==> src/rtl/lifo_stack_allocator_assert.svh <==
// ---------------------------------------------------------------------------
// LIFO stack allocator assertion macros
// Clocked property checks. In synthesis they expand to nothing.
// ---------------------------------------------------------------------------
`ifndef LIFO_STACK_ALLOCATOR_ASSERT_SVH
`define LIFO_STACK_ALLOCATOR_ASSERT_SVH

`ifndef SYNTHESIS
// check on every edge outside reset
`define LSA_ASSERT(label, prop, msg) \
	label: assert property (@(posedge clk) disable iff (!arst_n) (prop)) else $error(msg);
// check on every edge, reset included
`define LSA_ASSERT_ALWAYS(label, prop, msg) \
	label: assert property (@(posedge clk) (prop)) else $error(msg);
`else
`define LSA_ASSERT(label, prop, msg)
`define LSA_ASSERT_ALWAYS(label, prop, msg)
`endif

`endif

==> src/rtl/lsa_pkg.sv <==
// ---------------------------------------------------------------------------
// LIFO stack allocator package
// Sizes, operation and status codes, and control types for the allocator.
// ---------------------------------------------------------------------------
`default_nettype none

package lsa_pkg;

	// stack and alignment sizing (alignment must be a power of two)
	localparam int unsigned STACK_DEPTH = 16;
	localparam int unsigned ALIGN_BYTES = 8;

	// field widths
	localparam int unsigned SIZE_W     = 32;
	localparam int unsigned HANDLE_W   = 4;
	localparam int unsigned DEPTH_W    = $clog2(STACK_DEPTH + 1);
	localparam int unsigned DEPTH_F_W  = 5;
	localparam int unsigned CMP_W      = (DEPTH_W > HANDLE_W) ? DEPTH_W : HANDLE_W;
	localparam int unsigned IN_W       = 40;
	localparam int unsigned OUT_W      = 80;
	localparam int unsigned OUT_USED_W = 2 + SIZE_W + SIZE_W + HANDLE_W + DEPTH_F_W;

	// clears the low bits of a rounded-up byte count
	localparam logic [SIZE_W:0] ALIGN_MASK = ~((SIZE_W + 1)'(ALIGN_BYTES - 1));

	typedef enum logic [1:0] {
		FN_ALLOC = 2'd0,
		FN_FREE  = 2'd1,
		FN_CLEAR = 2'd2,
		FN_NONE  = 2'd3
	} func_t;

	typedef enum logic [1:0] {
		ST_OK    = 2'd0,
		ST_DEPTH = 2'd1,
		ST_NOMEM = 2'd2,
		ST_ORDER = 2'd3
	} status_t;

	// shift command for the row of entry cells
	typedef struct packed {
		logic push;
		logic pop;
	} shift_ctrl_t;

endpackage

`default_nettype wire

==> src/rtl/lifo_stack_allocator.sv <==
// Latency: a result is valid in the cycle after its request transfer.
// Throughput: one request per cycle while results are taken; the rate is set by
//   the single align-add and pool compare in front of the output register.
// Entry sizes live in a row of shift cells, top of stack in cell 0.
// Reset clears depth, used bytes, pool size and output valid; entry cells are
//   not cleared and need no clearing pass.
// ---------------------------------------------------------------------------
// LIFO stack allocator
// Aligned bump allocation over a byte pool with top-of-stack free and clear.
// ---------------------------------------------------------------------------
`default_nettype none

module lifo_stack_allocator
	import lsa_pkg::*;
(
	input  wire logic             clk,
	input  wire logic             arst_n,
	// configuration: pool size in bytes
	input  wire logic             cfg_valid,
	output logic                  cfg_ready,
	input  wire logic [SIZE_W-1:0] cfg_data,
	// requests
	input  wire logic             s_tvalid,
	output logic                  s_tready,
	input  wire logic [IN_W-1:0]  s_tdata,  // func[1:0], byte_count[33:2], handle[37:34], zero
	// results
	output logic                  m_tvalid,
	input  wire logic             m_tready,
	output logic      [OUT_W-1:0] m_tdata   // status[1:0], offset[33:2], alloc_size[65:34],
	                                        // entry_index[69:66], depth[74:70], zero
);

	logic [SIZE_W-1:0]  pool_q;
	logic [DEPTH_W-1:0] live_q;
	logic [SIZE_W-1:0]  used_q;
	logic               m_tvalid_q;
	logic [OUT_W-1:0]   m_tdata_q;

	logic [SIZE_W-1:0]  cell_size [STACK_DEPTH];
	shift_ctrl_t        shift;

	func_t              func;
	logic [SIZE_W-1:0]  byte_count;
	logic [HANDLE_W-1:0] handle;
	logic               accept;

	logic [SIZE_W:0]    rounded;
	logic [SIZE_W:0]    aligned;
	logic [SIZE_W:0]    required;
	logic               full;
	logic               no_room;
	logic               top_ok;

	status_t            status;
	logic [SIZE_W-1:0]  res_offset;
	logic [SIZE_W-1:0]  res_size;
	logic [HANDLE_W-1:0] res_index;
	logic [DEPTH_W-1:0] live_nxt;
	logic [SIZE_W-1:0]  used_nxt;

	// unpack the request
	assign func       = func_t'(s_tdata[1:0]);
	assign byte_count = s_tdata[2 +: SIZE_W];
	assign handle     = s_tdata[2 + SIZE_W +: HANDLE_W];

	assign cfg_ready = 1'b1;
	assign s_tready  = !m_tvalid_q || m_tready;
	assign accept    = s_tvalid && s_tready;

	// round up to the alignment and check against the pool
	assign rounded  = {1'b0, byte_count} + (SIZE_W + 1)'(ALIGN_BYTES - 1);
	assign aligned  = rounded & ALIGN_MASK;
	assign required = {1'b0, used_q} + {1'b0, aligned[SIZE_W-1:0]};
	assign full     = (live_q == DEPTH_W'(STACK_DEPTH));
	assign no_room  = aligned[SIZE_W] || (required > {1'b0, pool_q});
	assign top_ok   = (live_q != '0) && (CMP_W'(handle) == CMP_W'(live_q - 1'b1));

	// decide the result and the next stack state
	always_comb begin
		status     = ST_OK;
		res_offset = '0;
		res_size   = '0;
		res_index  = '0;
		live_nxt   = live_q;
		used_nxt   = used_q;
		shift      = '0;
		unique case (func)
			FN_ALLOC: begin
				if (full) begin
					status = ST_DEPTH;
				end else if (no_room) begin
					status = ST_NOMEM;
				end else begin
					res_offset = used_q;
					res_size   = aligned[SIZE_W-1:0];
					res_index  = HANDLE_W'(live_q);
					live_nxt   = live_q + 1'b1;
					used_nxt   = required[SIZE_W-1:0];
					shift.push = 1'b1;
				end
			end
			FN_FREE: begin
				if (!top_ok) begin
					status = ST_ORDER;
				end else begin
					used_nxt   = used_q - cell_size[0];
					res_offset = used_nxt;
					res_size   = cell_size[0];
					res_index  = handle;
					live_nxt   = live_q - 1'b1;
					shift.pop  = 1'b1;
				end
			end
			FN_CLEAR: begin
				live_nxt = '0;
				used_nxt = '0;
			end
			FN_NONE: begin
			end
			default: begin
			end
		endcase
	end

	// row of entry cells, top of stack at cell 0
	for (genvar i = 0; i < STACK_DEPTH; i++) begin : g_cell
		logic [SIZE_W-1:0] up_size;
		logic [SIZE_W-1:0] down_size;
		shift_ctrl_t       cell_ctrl;

		if (i == 0) begin : g_top
			assign up_size = aligned[SIZE_W-1:0];
		end else begin : g_mid
			assign up_size = cell_size[i-1];
		end
		if (i == STACK_DEPTH - 1) begin : g_bottom
			assign down_size = '0;
		end else begin : g_upper
			assign down_size = cell_size[i+1];
		end

		assign cell_ctrl.push = accept && shift.push;
		assign cell_ctrl.pop  = accept && shift.pop;

		lsa_cell u_cell (
			.clk       (clk),
			.ctrl      (cell_ctrl),
			.up_size   (up_size),
			.down_size (down_size),
			.size      (cell_size[i])
		);
	end

	// hold pool size, depth and used bytes
	always_ff @(posedge clk or negedge arst_n) begin
		if (!arst_n) begin
			pool_q <= '0;
			live_q <= '0;
			used_q <= '0;
		end else begin
			if (cfg_valid && cfg_ready) begin
				pool_q <= cfg_data;
			end
			if (accept) begin
				live_q <= live_nxt;
				used_q <= used_nxt;
			end
		end
	end

	// output valid: set on request transfer, drop once the result transfers
	always_ff @(posedge clk or negedge arst_n) begin
		if (!arst_n) begin
			m_tvalid_q <= 1'b0;
		end else if (accept) begin
			m_tvalid_q <= 1'b1;
		end else if (m_tready) begin
			m_tvalid_q <= 1'b0;
		end
	end

	// output payload
	always_ff @(posedge clk) begin
		if (accept) begin
			m_tdata_q <= {(OUT_W - OUT_USED_W)'(0), DEPTH_F_W'(live_nxt), res_index,
				res_size, res_offset, status};
		end
	end

	assign m_tvalid = m_tvalid_q;
	assign m_tdata  = m_tdata_q;

`include "lifo_stack_allocator_assert.svh"

	`LSA_ASSERT_ALWAYS(a_depth_bound, live_q <= DEPTH_W'(STACK_DEPTH), "stack depth out of range")
	`LSA_ASSERT(a_empty_no_bytes, (live_q == '0) |-> (used_q == '0), "bytes in use on empty stack")
	`LSA_ASSERT(a_push_depth, (accept && shift.push) |=> (live_q == $past(live_q) + 1'b1),
		"push did not deepen the stack")
	`LSA_ASSERT(a_stall_blocks, (m_tvalid_q && !m_tready) |-> !accept,
		"request taken while a result is stalled")

endmodule

`default_nettype wire

==> src/rtl/lsa_cell.sv <==
// ---------------------------------------------------------------------------
// LIFO stack allocator entry cell
// Holds one entry size; takes its upper neighbour on push, lower on pop.
// ---------------------------------------------------------------------------
`default_nettype none

module lsa_cell
	import lsa_pkg::*;
(
	input  wire logic              clk,
	input  wire shift_ctrl_t       ctrl,
	input  wire logic [SIZE_W-1:0] up_size,
	input  wire logic [SIZE_W-1:0] down_size,
	output logic      [SIZE_W-1:0] size
);

	logic [SIZE_W-1:0] size_q;

	// shift towards the bottom on push, towards the top on pop, else hold
	always_ff @(posedge clk) begin
		priority if (ctrl.push) begin
			size_q <= up_size;
		end else if (ctrl.pop) begin
			size_q <= down_size;
		end
	end

	assign size = size_q;

endmodule

`default_nettype wire
==> config.mk <==
export PLATFORM = sky130hd
export DESIGN_NAME = lifo_stack_allocator
export DESIGN_NICKNAME = d
export VERILOG_FILES = /design/src/rtl/lsa_pkg.sv /design/src/rtl/lifo_stack_allocator.sv /design/src/rtl/lsa_cell.sv
export VERILOG_INCLUDE_DIRS = /design/src /design/src/rtl
export SDC_FILE = /design/constraint.sdc
export NUM_CORES = 1
export LEC_CHECK = 0
export BUFFER_PORTS_ARGS = -buffer_cell sky130_fd_sc_hd__buf_2
export CORE_UTILIZATION = 53
export CTS_BUF_LIST = sky130_fd_sc_hd__clkbuf_4 sky130_fd_sc_hd__clkbuf_8
export CTS_CLUSTER_SIZE = 30
export DETAILED_ROUTE_END_ITERATION = 7
export GPL_TIMING_DRIVEN = 0
export PLACE_DENSITY_LB_ADDON = 0.25
export REMOVE_ABC_BUFFERS = 1
export SYNTH_ARGS = -nofsm -noshare
export SYNTH_HDL_FRONTEND = slang
export SYNTH_SLANG_ARGS = --single-unit
==> constraint.sdc <==
create_clock -name clk -period 30.4 [get_ports clk]
set_input_delay 6.08 -clock clk [delete_from_list [all_inputs] [get_ports clk]]
set_output_delay 6.08 -clock clk [all_outputs]
set_load 0.05 [all_outputs]
==> results summary <==
Global routing consumed, on the met3 layer, 5.07% of the routing resources. The global-route met2 utilization is 37.2%. The initialized floorplan defines 89 standard-cell rows. The placed wire-length estimate is 46800 um. The busiest layer in global routing is met2. The smallest clock period supported by the final layout is computed as 15.28 ns.

The largest stage delay on the critical path came out at 0.99 ns. The most common cell in the synthesized netlist is sky130_fd_sc_hd__edfxtp_1. The register area share after synthesis is 60.4%.

Ranked by total cell area, the synthesized netlist is headed by sky130_fd_sc_hd__edfxtp_1, sky130_fd_sc_hd__mux2_1, sky130_fd_sc_hd__dfrtp_1, sky130_fd_sc_hd__ha_1, sky130_fd_sc_hd__inv_1. At the later pin of the worst-skew pair, clock insertion delay measures 0.73 ns. The worst reg-to-reg setup slack is 21.50 ns. The critical path is of the primary input to register type.

In the final routed layout, each cell accounts on average for 21.0 um. The placed instance area came out at 33800 um2. The combined area of all synthesized cells came out at 32000 um2. Once the floorplan was initialized, standard cells occupied 54.0% of the core.

The post-layout instance area came out at 36000 um2. In the synthesized netlist, the cells that appear most often are sky130_fd_sc_hd__edfxtp_1, sky130_fd_sc_hd__mux2_1, sky130_fd_sc_hd__inv_1. The top-level port count is 160. Using the TritonRoute via totals, the vias-per-cell ratio works out to 5.78. The arrival time of the worst setup path came out at 15.73 ns. Among all flip-flop cells after synthesis, the most frequent one is sky130_fd_sc_hd__edfxtp_1. The count of H-tree levels built during CTS came out at 3. The maximum number of pins on one net before global-route repair came out at 145.

The min-delay analysis places its worst path in the category register to register. The number of instances resized during post-cts repair is 0. Counting stages on the worst path, the most repeated cell is sky130_fd_sc_hd__buf_12. The number of design rule violations left after detail routing is 0.

The number of buffers between clock root and the deepest sink came out at 3. The remaining number of nets flagged by the antenna check after routing is 0. The worst setup path is captured at a register. The final critical path takes up 50.3% of the cycle. The average size of a mapped cell came out at 14.0 um2.

The worst register-to-register path begins at used_q[3]$_DFFE_PN0P_. The number of flops mapped to enable cells by yosys is 584. For this run, asynchronously set or reset flops after synthesis account for 10.7%. Based on the critical path, the design can be clocked at up to 0.0655 GHz. Power spread over the standard cell area amounts to 79.9 nW/um2.

The number of cells on the worst reg-to-reg path is 23. The flow ran to the end, and the final reports show no timing, DRC or antenna violations. The slowest stage of the critical path is the sky130_fd_sc_hd__nand3_2 cell.

The data required time of the worst path is 30.85 ns. The die covers 61400 um2. The number of cells produced by synthesis came out at 2280.

The design draws 2.88 mW. The total negative slack for setup checks is 0 ns. sky130_fd_sc_hd__edfxtp_1 takes more of the synthesized area than any other cell. Following the worst setup path forward leads to its endpoint at g_cell[8].u_cell.size[29]$_DFFE_PP_. The number of pins exceeding their max-slew limit in the final report is 0. The total of endpoints with negative setup slack in the final report came out at 0. The worst setup skew after layout came out at 0.0383 ns. In this run the tightest slew margin relative to its limit is 20.0%. The top cell type's share of synthesized area came out at 54.8%. The number of hold buffers added after cts is 0. The layout net count came out at 2636. The clock slew at the register clock pins of the worst setup and hold paths came out at 0.06 ns.

Yosys mapped the design onto 75 distinct sky130hd cell types. The final wirelength is 70000 um. The transition time of the tightest slew-check pin is 1.20 ns. The core area came out at 59400 um2. The worst hold margin is 0.498 ns. Summing over every cut layer, the via total after detailed routing is 19300. The clock tree from TritonCTS is done. The clock buffer count from CTS is 107. The endpoint identified for the worst register-to-register timing path is g_cell[8].u_cell.size[29]$_DFFE_PP_. Compared with the post-synthesis result, the final layout area differs by 12.5%. The number of search-and-repair iterations in the first detailed-routing pass came out at 5. The overall die width came out at 248 um. The worst setup path startpoint is s_tdata[4].

The clock sink count came out at 657. The wire length of the first global-routing pass came out at 109000 um. The count of maximum capacitance violations came out at 0. The warning count from the yosys run came out at 0. The total routing resource utilization after global routing is 23.1%.

STA classifies the critical path startpoint as a primary input. The number of setup buffers added after CTS is 0. The number of global-route vias before repair is 19500. The met1 routing resource usage after global routing is 31.4%.

The number of buffers added on ports is 151. In this run the static leakage power is 13.4 nW. The maximum fanout count along the critical path is 35. Setup repair after global routing left no endpoint under its margin. The final RePlAce weighted congestion came out at 0.902. The number of failing hold endpoints at the final stage is 0. The initial antenna violation count is 3. The starting DRC count in detailed routing came out at 1529.

The proportion of layout cells with a drive suffix above 1 came out at 18.1%. The die height came out at 248 um. The synthesized flop and latch total is 657. The total congestion overflow after global routing came out at 0. The clock root buffer is sky130_fd_sc_hd__clkbuf_8. VDD sags by at most 0.0377 mV.
placed cells by master, fill, tap and decap left out, drive strengths merged, types with 9 or more instances in the layout:
master / synthesis / routed
edfxtp: 584 / 584
mux2: 451 / 451
buf: 73 / 178
clkbuf: 40 / 160
inv: 119 / 125
nand2: 114 / 114
ha: 99 / 99
a21oi: 87 / 87
o21ai: 85 / 85
nor2: 73 / 73
dfrtp: 70 / 70
and3: 48 / 48
a22o: 46 / 46
xnor2: 44 / 44
xor2: 40 / 40
clkinv: 1 / 36
o22ai: 34 / 34
a21o: 32 / 32
nand3: 31 / 31
nor3: 20 / 20
nand4: 17 / 17
nand2b: 16 / 16
a31oi: 16 / 16
a22oi: 14 / 14
o21bai: 9 / 9
o21a: 9 / 9
metal layers:
| metal | share of wire [%] | vias up |
|---|---|---|
| met1 | 44 | 9605 |
| met4 | 2.2 | 4 |
| met5 | 0.047 | - |
| met3 | 6.3 | 121 |
| met2 | 47 | 519 |
| li1 | - | 9005 |
state kept, by name, summed over array words and instances (netlist names):
register and cells:
pool_q 32, g_cell.u_cell.size 512, live_q 5, used_q 32, m_tdata 75, m_tvalid 1
worst min path at each step:
| stage | cells after the start | end | from | slack, ns |
|---|---|---|---|---|
| floorplan | 2 | g_cell[0].u_cell.size[1]$_SDFFE_PP0P_ | g_cell[1].u_cell.size[1]$_DFFE_PP_ | 0.45 |
| finish | 2 | g_cell[0].u_cell.size[1]$_SDFFE_PP0P_ | g_cell[1].u_cell.size[1]$_DFFE_PP_ | 0.50 |
| detailed placement | 2 | g_cell[0].u_cell.size[1]$_SDFFE_PP0P_ | g_cell[1].u_cell.size[1]$_DFFE_PP_ | 0.48 |
| global placement | 2 | g_cell[0].u_cell.size[2]$_SDFFE_PP0P_ | g_cell[1].u_cell.size[2]$_DFFE_PP_ | 0.47 |
| CTS | 2 | g_cell[0].u_cell.size[1]$_SDFFE_PP0P_ | g_cell[1].u_cell.size[1]$_DFFE_PP_ | 0.50 |
| global route | 2 | g_cell[0].u_cell.size[1]$_SDFFE_PP0P_ | g_cell[1].u_cell.size[1]$_DFFE_PP_ | 0.55 |
layout make-up:
| class | count | area, um2 |
|---|---|---|
| Fill cell | 4528 | 23300 |
| Clock inverter | 44 | 285 |
| Inverter | 120 | 463 |
| Sequential cell | 657 | 19300 |
| Timing Repair Buffer | 178 | 1340 |
| Multi-Input combinational cell | 1394 | 11700 |
| Antenna cell | 3 | 7.51 |
| Tap cell | 773 | 967 |
| Clock buffer | 160 | 1950 |
cell families (layout without fill, tap and decap cells):
family	after synthesis	count (layout)	share of synthesized area (%)
and+or+nand+nor	360	360	5.72
adders and majority gates	101	101	3.99
xor gates and xnor gates	84	84	2.30
DFF	657	657	60.4
buffers and inverters	233	502	3.25
other	2	9	0.0234
AOI/OAI and AO/OA	385	385	8.21
muxes	458	458	16.1
report_power, final:
group	total, mW	leakage [nW]	switching, mW	internal (mW)
combinational	0.913	5.96	0.555	0.358
clock	0.794	1.20	0.364	0.430
sequential	1.17	6.26	0.0600	1.11
critical path: cells and delay by family:
kind	cells	cell delay (ns)
XOR/XNOR	2	0.63
multiplexers	1	0.35
buffers and inverters	7	1.46
AND/OR/NAND/NOR	7	3.51
adder cells (fa/ha/maj)	2	0.70
AO/OA/AOI/OAI	10	2.89
per-stage QoR:
stage | setup slack [ns] | instances | util (%)
floorplan | -3.50 | 2171 | -
global placement | -12.83 | 3095 | 55.9
detailed placement | 14.46 | 3122 | 57.0
CTS | 15.20 | 3326 | 60.7
global route | 14.56 | 3326 | 60.7
finish | 15.12 | 3329 | 60.7
Power figures use the tool's default switching activity.
